==> src/sv/pidc_pkg.sv <==
// shared widths, register indexes, codes and pipeline types of the pid step core
package pidc_pkg;

    localparam int DATA_W   = 16;
    localparam int ERR_W    = 17;
    localparam int PREV_W   = 18;
    localparam int SUM_W    = 32;
    localparam int DIFF_W   = 18;
    localparam int PROD_P_W = DATA_W + ERR_W;
    localparam int PROD_I_W = DATA_W + SUM_W;
    localparam int PROD_D_W = DATA_W + DIFF_W;
    localparam int ACC_W    = 50;
    localparam int FRAC_W   = 8;
    localparam int SCALED_W = ACC_W - FRAC_W;
    localparam int CFG_IDX_W = 3;

    localparam logic signed [DATA_W-1:0] DRIVE_MIN_RST = -16'sd127;
    localparam logic signed [DATA_W-1:0] DRIVE_MAX_RST = 16'sd127;

    localparam logic signed [SUM_W-1:0] SUM_MAX = {1'b0, {(SUM_W-1){1'b1}}};
    localparam logic signed [SUM_W-1:0] SUM_MIN = {1'b1, {(SUM_W-1){1'b0}}};

    localparam logic CMD_UPDATE = 1'b0;
    localparam logic CMD_CLEAR  = 1'b1;

    typedef enum logic [CFG_IDX_W-1:0] {
        REG_GAIN_P      = 3'd0,
        REG_GAIN_I      = 3'd1,
        REG_GAIN_D      = 3'd2,
        REG_DRIVE_MIN   = 3'd3,
        REG_DRIVE_MAX   = 3'd4,
        REG_SETTLE_BAND = 3'd5
    } cfg_reg_t;

    typedef struct packed {
        logic signed [DATA_W-1:0] gain_p;
        logic signed [DATA_W-1:0] gain_i;
        logic signed [DATA_W-1:0] gain_d;
        logic signed [DATA_W-1:0] drive_min;
        logic signed [DATA_W-1:0] drive_max;
        logic        [DATA_W-1:0] settle_band;
    } cfg_t;

    // loop terms after the state update
    typedef struct packed {
        logic                     clear;
        logic                     reached;
        logic signed [ERR_W-1:0]  err;
        logic signed [SUM_W-1:0]  integ;
        logic signed [DIFF_W-1:0] diff;
    } term_t;

    // registered products
    typedef struct packed {
        logic                       clear;
        logic                       reached;
        logic signed [PROD_P_W-1:0] prod_p;
        logic signed [PROD_I_W-1:0] prod_i;
        logic signed [PROD_D_W-1:0] prod_d;
    } prod_t;

endpackage

==> src/sv/pidc_cfg_regs.sv <==
// configuration register file of the pid step core
module pidc_cfg_regs (
    input  logic                                clk,
    input  logic                                rst_n,
    input  logic                                cfg_write,
    input  logic [pidc_pkg::CFG_IDX_W-1:0]      cfg_index,
    input  logic [pidc_pkg::DATA_W-1:0]         cfg_data,
    output pidc_pkg::cfg_t                      cfg
);

    pidc_pkg::cfg_t cfg_reg;
    pidc_pkg::cfg_t cfg_next;

    always_comb
    begin
        cfg_next = cfg_reg;
        if (cfg_write)
        begin
            case (pidc_pkg::cfg_reg_t'(cfg_index))
                pidc_pkg::REG_GAIN_P:      cfg_next.gain_p      = $signed(cfg_data);
                pidc_pkg::REG_GAIN_I:      cfg_next.gain_i      = $signed(cfg_data);
                pidc_pkg::REG_GAIN_D:      cfg_next.gain_d      = $signed(cfg_data);
                pidc_pkg::REG_DRIVE_MIN:   cfg_next.drive_min   = $signed(cfg_data);
                pidc_pkg::REG_DRIVE_MAX:   cfg_next.drive_max   = $signed(cfg_data);
                pidc_pkg::REG_SETTLE_BAND: cfg_next.settle_band = cfg_data;
                default:                   cfg_next = cfg_reg;
            endcase
        end
    end

    always_ff @(posedge clk or negedge rst_n)
    begin
        if (!rst_n)
        begin
            cfg_reg.gain_p      <= '0;
            cfg_reg.gain_i      <= '0;
            cfg_reg.gain_d      <= '0;
            cfg_reg.drive_min   <= pidc_pkg::DRIVE_MIN_RST;
            cfg_reg.drive_max   <= pidc_pkg::DRIVE_MAX_RST;
            cfg_reg.settle_band <= '0;
        end
        else
        begin
            cfg_reg <= cfg_next;
        end
    end

    assign cfg = cfg_reg;

endmodule

==> src/sv/pidc_drive_calc.sv <==
// sum of products, scaling by the q8.8 gain point and clamping of the drive
module pidc_drive_calc (
    input  pidc_pkg::prod_t                     prod,
    input  logic signed [pidc_pkg::DATA_W-1:0]  drive_min,
    input  logic signed [pidc_pkg::DATA_W-1:0]  drive_max,
    output logic signed [pidc_pkg::DATA_W-1:0]  drive,
    output logic                                saturated,
    output logic                                target_reached
);

    logic signed [pidc_pkg::ACC_W-1:0]    acc;
    logic signed [pidc_pkg::SCALED_W-1:0] scaled;
    logic signed [pidc_pkg::SCALED_W-1:0] lim_hi;
    logic signed [pidc_pkg::SCALED_W-1:0] lim_lo;

    always_comb
    begin
        acc = pidc_pkg::ACC_W'($signed(prod.prod_p))
            + pidc_pkg::ACC_W'($signed(prod.prod_i))
            + pidc_pkg::ACC_W'($signed(prod.prod_d));
        // floor division by 256: drop the fraction bits
        scaled = $signed(acc[pidc_pkg::ACC_W-1:pidc_pkg::FRAC_W]);
        lim_hi = pidc_pkg::SCALED_W'(drive_max);
        lim_lo = pidc_pkg::SCALED_W'(drive_min);

        // upper limit wins when the limits cross
        if (prod.clear)
        begin
            drive     = '0;
            saturated = 1'b0;
        end
        else if (scaled > lim_hi)
        begin
            drive     = drive_max;
            saturated = 1'b1;
        end
        else if (scaled < lim_lo)
        begin
            drive     = drive_min;
            saturated = 1'b1;
        end
        else
        begin
            drive     = $signed(scaled[pidc_pkg::DATA_W-1:0]);
            saturated = 1'b0;
        end
        target_reached = prod.reached && !prod.clear;
    end

endmodule

==> src/sv/pid_controller_step_core.sv <==
// top level of the pid step core: loop state, product pipeline and result register
//
// usage
//   configuration: cfg_write with cfg_index and cfg_data writes one register
//     (gains p/i/d, drive limits, settle band); only while no transaction is in flight
//   input channel: in_valid/in_stall; a transaction carries cmd, setpoint,
//     measured and error_override; cmd clear zeroes the loop state
//   output channel: out_valid/out_stall; one result transaction (drive,
//     saturated, target_reached) for every input transaction, in order
//   throughput: one transaction per cycle unless the output is stalled with all stages full, set by
//     the error/integral update feeding back into the loop state registers
//   pipeline: stage 1 forms error, saturating integral and derivative and
//     updates the state; stage 2 holds the three gain products; stage 3 is the
//     result register after sum, shift and clamp
//   stall: each stage holds while the next one is full and held, so input is
//     still taken while a result waits, until all three stages are occupied
//   reset: state, pipeline valids and configuration return to defaults
//     (gains 0, limits -127 and 127, settle band 0); no output is pending
module pid_controller_step_core (
    input  logic                                   clk,
    input  logic                                   rst_n,

    input  logic                                   cfg_write,
    input  logic [pidc_pkg::CFG_IDX_W-1:0]         cfg_index,
    input  logic [pidc_pkg::DATA_W-1:0]            cfg_data,

    input  logic                                   in_valid,
    output logic                                   in_stall,
    input  logic                                   cmd,
    input  logic signed [pidc_pkg::DATA_W-1:0]     setpoint,
    input  logic signed [pidc_pkg::DATA_W-1:0]     measured,
    input  logic signed [pidc_pkg::ERR_W-1:0]      error_override,

    output logic                                   out_valid,
    input  logic                                   out_stall,
    output logic signed [pidc_pkg::DATA_W-1:0]     drive,
    output logic                                   saturated,
    output logic                                   target_reached
);

    pidc_pkg::cfg_t cfg;

    // loop state
    logic signed [pidc_pkg::PREV_W-1:0] prev_err_reg;
    logic signed [pidc_pkg::SUM_W-1:0]  err_sum_reg;
    logic signed [pidc_pkg::PREV_W-1:0] prev_err_next;
    logic signed [pidc_pkg::SUM_W-1:0]  err_sum_next;

    // pipeline stages
    logic            s1_valid_reg;
    logic            s2_valid_reg;
    logic            out_valid_reg;
    pidc_pkg::term_t s1_reg;
    pidc_pkg::term_t s1_next;
    pidc_pkg::prod_t s2_reg;
    pidc_pkg::prod_t s2_next;

    logic signed [pidc_pkg::DATA_W-1:0] drive_reg;
    logic                               saturated_reg;
    logic                               reached_reg;
    logic signed [pidc_pkg::DATA_W-1:0] drive_next;
    logic                               saturated_next;
    logic                               reached_next;

    logic load_out;
    logic load_s2;
    logic load_s1;
    logic in_take;

    // stage 1 working signals
    logic signed [pidc_pkg::ERR_W-1:0]   err_raw;
    logic signed [pidc_pkg::ERR_W-1:0]   err;
    logic signed [pidc_pkg::SUM_W:0]     sum_wide;
    logic signed [pidc_pkg::SUM_W-1:0]   sum_sat;
    logic                                crossed;
    logic        [pidc_pkg::ERR_W-1:0]   err_mag;

    pidc_cfg_regs u_cfg_regs (
        .clk       (clk),
        .rst_n     (rst_n),
        .cfg_write (cfg_write),
        .cfg_index (cfg_index),
        .cfg_data  (cfg_data),
        .cfg       (cfg)
    );

    // a stage loads when empty or when its content moves on
    assign load_out = !out_valid_reg || !out_stall;
    assign load_s2  = !s2_valid_reg || load_out;
    assign load_s1  = !s1_valid_reg || load_s2;
    assign in_stall = !load_s1;
    assign in_take  = in_valid && load_s1;

    // stage 1: error select, saturating integral, sign-change reset, derivative
    always_comb
    begin
        err_raw = $signed({setpoint[pidc_pkg::DATA_W-1], setpoint})
                - $signed({measured[pidc_pkg::DATA_W-1], measured});
        err     = (error_override != '0) ? error_override : err_raw;

        sum_wide = $signed({err_sum_reg[pidc_pkg::SUM_W-1], err_sum_reg})
                 + (pidc_pkg::SUM_W+1)'(err);
        if (sum_wide[pidc_pkg::SUM_W] != sum_wide[pidc_pkg::SUM_W-1])
        begin
            sum_sat = sum_wide[pidc_pkg::SUM_W] ? pidc_pkg::SUM_MIN : pidc_pkg::SUM_MAX;
        end
        else
        begin
            sum_sat = $signed(sum_wide[pidc_pkg::SUM_W-1:0]);
        end

        // error strictly changed sign against the previous one
        crossed = (!err[pidc_pkg::ERR_W-1] && (err != '0)
                       && prev_err_reg[pidc_pkg::PREV_W-1])
               || (err[pidc_pkg::ERR_W-1] && !prev_err_reg[pidc_pkg::PREV_W-1]
                       && (prev_err_reg != '0));

        err_mag = err[pidc_pkg::ERR_W-1] ? (~err + 1'b1) : err;

        s1_next.clear   = (cmd == pidc_pkg::CMD_CLEAR);
        s1_next.err     = err;
        s1_next.integ   = crossed ? '0 : sum_sat;
        s1_next.diff    = pidc_pkg::PREV_W'(err) - prev_err_reg;
        s1_next.reached = (err_mag < {1'b0, cfg.settle_band});

        prev_err_next = prev_err_reg;
        err_sum_next  = err_sum_reg;
        if (in_take)
        begin
            if (cmd == pidc_pkg::CMD_CLEAR)
            begin
                prev_err_next = '0;
                err_sum_next  = '0;
            end
            else
            begin
                prev_err_next = pidc_pkg::PREV_W'(err);
                err_sum_next  = s1_next.integ;
            end
        end
    end

    // stage 2: one multiplier per gain
    always_comb
    begin
        s2_next.clear   = s1_reg.clear;
        s2_next.reached = s1_reg.reached;
        s2_next.prod_p  = pidc_pkg::PROD_P_W'(cfg.gain_p * s1_reg.err);
        s2_next.prod_i  = pidc_pkg::PROD_I_W'(cfg.gain_i * s1_reg.integ);
        s2_next.prod_d  = pidc_pkg::PROD_D_W'(cfg.gain_d * s1_reg.diff);
    end

    // stage 3: sum, scale and clamp
    pidc_drive_calc u_drive_calc (
        .prod           (s2_reg),
        .drive_min      (cfg.drive_min),
        .drive_max      (cfg.drive_max),
        .drive          (drive_next),
        .saturated      (saturated_next),
        .target_reached (reached_next)
    );

    // control state and loop state
    always_ff @(posedge clk or negedge rst_n)
    begin
        if (!rst_n)
        begin
            prev_err_reg  <= '0;
            err_sum_reg   <= '0;
            s1_valid_reg  <= 1'b0;
            s2_valid_reg  <= 1'b0;
            out_valid_reg <= 1'b0;
        end
        else
        begin
            prev_err_reg <= prev_err_next;
            err_sum_reg  <= err_sum_next;
            if (load_s1)
            begin
                s1_valid_reg <= in_valid;
            end
            if (load_s2)
            begin
                s2_valid_reg <= s1_valid_reg;
            end
            if (load_out)
            begin
                out_valid_reg <= s2_valid_reg;
            end
        end
    end

    // payload registers
    always_ff @(posedge clk)
    begin
        if (in_take)
        begin
            s1_reg <= s1_next;
        end
        if (load_s2 && s1_valid_reg)
        begin
            s2_reg <= s2_next;
        end
        if (load_out && s2_valid_reg)
        begin
            drive_reg     <= drive_next;
            saturated_reg <= saturated_next;
            reached_reg   <= reached_next;
        end
    end

    assign out_valid      = out_valid_reg;
    assign drive          = drive_reg;
    assign saturated      = saturated_reg;
    assign target_reached = reached_reg;

endmodule

==> config.mk <==
export PLATFORM = sky130hd
export DESIGN_NAME = pid_controller_step_core
export DESIGN_NICKNAME = d
export VERILOG_FILES = /design/src/sv/pidc_pkg.sv /design/src/sv/pidc_cfg_regs.sv /design/src/sv/pidc_drive_calc.sv /design/src/sv/pid_controller_step_core.sv
export SDC_FILE = /design/constraint.sdc
export NUM_CORES = 2
export LEC_CHECK = 0
export ABC_CLOCK_PERIOD_IN_PS = 7500
export BUFFER_PORTS_ARGS = -buffer_cell sky130_fd_sc_hd__buf_2
export CAP_MARGIN = 10
export CORE_AREA = 3 3 321 355
export DETAILED_ROUTE_END_ITERATION = 7
export DIE_AREA = 0 0 324 358
export HOLD_SLACK_MARGIN = 0.08
export PLACE_DENSITY = 0.8
export SLEW_MARGIN = 20
export SYNTH_ARGS = -nofsm -noshare
export SYNTH_HDL_FRONTEND = slang
export SYNTH_SLANG_ARGS = --single-unit
==> constraint.sdc <==
create_clock -name clk -period 7.5 [get_ports clk]
set_input_delay 1.125 -clock clk [delete_from_list [all_inputs] [get_ports clk]]
set_output_delay 1.125 -clock clk [all_outputs]
set_load 0.005 [all_outputs]
==> metrics.yaml <==
worstSetupStartpointType: "register"
clock-sinks: 352
route.detailed.drc: 0
synth_area_sq_um: 60700
syn_to_final_growth_pct: 6.65
core_area_sq_um: 111000
overflow: 0
r2r_setup_slack_ps: 430
vias_per_cell: 5.71
fin_crit_sh_pct: 94.3
synth.avg_cell_area_sq_um: 9.54
antenna_left: 0
worstReg2RegStart: "s1_reg[11]"
cp.required_ps: 7950
numPortBuffers: 93
antenna_found_initial: 14
cts_root_buf: "clkbuf_16"
report.final.slew_viol_count: 0
async_reset_ff_share_pct: 42.0
row_count: 128
synth_top_area_share_pct: 36.4
period_minus_slack_ps: 7070
ios: 94
clockBufferDepth: 3
ys_seq_area_share_pct: 16.2
dpl_cell_area_sq_um: 62900
worst-r2r-cell-count: 21
dieHeight_um: 358
cp_max_fo: 16
max-slew-margin-rel_pct: 14.0
setup_viol: 0
yosysTopAreaCell: "fa_1"
fmax_ghz: 0.141
crit_arrival_ps: 7520
r2r_end: "s2_reg[31]"
synth_seq_cells: 352
fin_nets: 8070
clk_pin_slew_ps: 60
dp_hpwl_mm: 132
syn_inst: 6358
worst_pin_slew_ps: 1280
yosysMostFrequentCell: "inv_1"
fin_ws_ps: 428
synth-edff-count: 204
dieArea_sq_um: 116000
start_util_pct: 54.9
met2_usage_pct: 48.9
gp_congestion: 0.972
crit_chain: "nand2_1 > fa_1 > inv_1 > fa_1 > inv_1 > fa_1 > fa_1 > inv_1 > fa_1 > fa_1 > ha_1 > a21oi_1 > o21bai_1 > a21o_1 > a2111oi_0 > nor3_1 > a41oi_1 > o21ai_1 > and3_1 > or4_1 > o211ai_1"
setup_tns_ps: 0
status: "complete, no violations"
num_vias: 45000
whs_ps: 484
grt_pass1_wl_mm: 264
synthTopCellsByArea: "fa_1 (36%), ha_1 (10%), edfxtp_1 (10%)"
drtIter0Drc: 3678
max_stage_delay_ps: 720
drt_first_pass_iters: 6
htree_levels: 2
cts_hold_buf: 0
ys_types: 88
cts_tree: "built"
grt_util_met3_pct: 7.17
yosysWarningCount: 0
critPathSlowestCell: "edfxtp_1"
wl_mm: 164
crit_type: "reg2reg"
cp.buffers_inverters: 3
hold_viol: 0
grt_busiest_layer: "met2"
drive_above_1_share_pct: 6.90
cpMostUsedCell: "fa_1"
fin_area_sq_um: 64700
die_x_um: 324
endpoint_kind: "register"
cts_made_buffers: 45
synth_flop_cell: "edfxtp_1"
grt_pass1_vias: 48900
grt_start_max_net_pins: 85
avgRoutedWirePerCell_um: 20.9
max_cap_viol_count: 0
largest_register_ffs: 117
clkLatencyLatePin_ps: 630
met1_usage_pct: 34.9
dp_slack_ps: 362
hp-class: "in2async"
path_delay_family: "adder cells"
syn_nets: 8030
grt_setup_unrepaired: "false"
fin_skew_ps: 30.2
grt_usage_pct: 29.3
synth_commonest_cells: "inv_1 (1,389), fa_1 (1,102), nand2_1 (724)"
## cell type report
cell class | instances | area (sq um)
inverter | 1390 | 5220
clock buffer | 52 | 1200
tap | 1430 | 1790
fill | 9202 | 45800
sequential | 352 | 9850
antenna | 10 | 25.0
clock inverter | 32 | 418
timing repair buffer | 221 | 1460
multi-input combinational | 4388 | 44700
## per-stage QoR
step | std cells | util (%)
6_report | 7875 | 58.6
4_1_cts | 7850 | 58.4
3_3_place_gp | 7766 | 56.9
5_1_grt | 7872 | 58.5
2_1_floorplan | 6358 | -
3_5_place_dp | 7766 | 56.9
## worst reg2reg max path: stages, from the launching register on
cell	delay [ps]
edfxtp_1	720
nand2_1	160
fa_1	550
inv_1	50
fa_1	550
inv_1	60
fa_1	480
fa_1	540
inv_1	50
fa_1	490
fa_1	430
ha_1	350
a21oi_1	160
o21bai_1	100
a21o_1	190
a2111oi_0	460
nor3_1	210
a41oi_1	330
o21ai_1	180
and3_1	200
or4_1	500
o211ai_1	130
## logic make-up (layout without fill, tap and decap cells)
logic type | after synthesis | count (layout) | share of synthesized area, %
compound gates | 788 | 788 | 8.55
other cells | 0 | 10 | 0
fa+ha+maj | 1598 | 1598 | 46.6
mux | 99 | 99 | 1.80
buf+inv | 1618 | 1695 | 10.1
xor+xnor | 213 | 213 | 3.07
flops | 352 | 352 | 16.2
simple gates | 1690 | 1690 | 13.6
## layout by cell type, fill, tap and decap left out, types with 19 or more instances in the layout
| cell | synthesis | final |
|---|---|---|
| nand2_1 | 724 | 724 |
| nand3_1 | 49 | 49 |
| a21oi_1 | 212 | 212 |
| edfxtp_1 | 204 | 204 |
| o21ai_0 | 164 | 164 |
| o22ai_1 | 19 | 19 |
| mux2_2 | 79 | 79 |
| fa_1 | 1102 | 1102 |
| o21bai_1 | 30 | 30 |
| mux2i_1 | 20 | 20 |
| xor2_1 | 49 | 49 |
| nor3_1 | 53 | 51 |
| and3_1 | 25 | 25 |
| nor2_1 | 171 | 171 |
| a22o_1 | 30 | 30 |
| nor2b_1 | 33 | 33 |
| nand4_1 | 49 | 49 |
| and2_1 | 449 | 448 |
| inv_1 | 1389 | 1388 |
| a31oi_1 | 19 | 19 |
| xnor2_1 | 164 | 164 |
| o21a_1 | 28 | 28 |
| buf_2 | 10 | 92 |
| ha_1 | 496 | 496 |
| nand2b_1 | 68 | 68 |
| buf_4 | 2 | 125 |
| clkbuf_16 | 0 | 46 |
| dfrtp_1 | 131 | 128 |
| a21o_1 | 127 | 127 |
## layer usage
metal / vias to the layer above / wire length [um]
li1: 19900 / -
met1: 22600 / 60000
met2: 1953 / 78100
met3: 602 / 15100
met4: 6 / 11100
met5: - / 80
## how the worst max path moves through the flow
| stage | slack, ps | cells past startpoint | from | to |
|---|---|---|---|---|
| after detailed placement | 360 | 22 | s1_reg[23] | s2_reg[74] |
| after CTS | 300 | 22 | s1_reg[23] | s2_reg[74] |
| final | 430 | 21 | s1_reg[11] | s2_reg[31] |
| after floorplan | 940 | 23 | u_cfg_regs.cfg[52] | s2_reg[32] |
| after global routing | 80 | 21 | s2_reg[9] | drive[14] |
| after global placement | 500 | 21 | s1_reg[3] | s2_reg[32] |
## timing repair
item	in CTS	in global routing
setup buffers	0	15
endpoints found under the setup margin	0	6
resized for setup	0	6
Power is not shown: default switching activity piles up to over one toggle a cycle in this logic, so the estimate is an artifact.
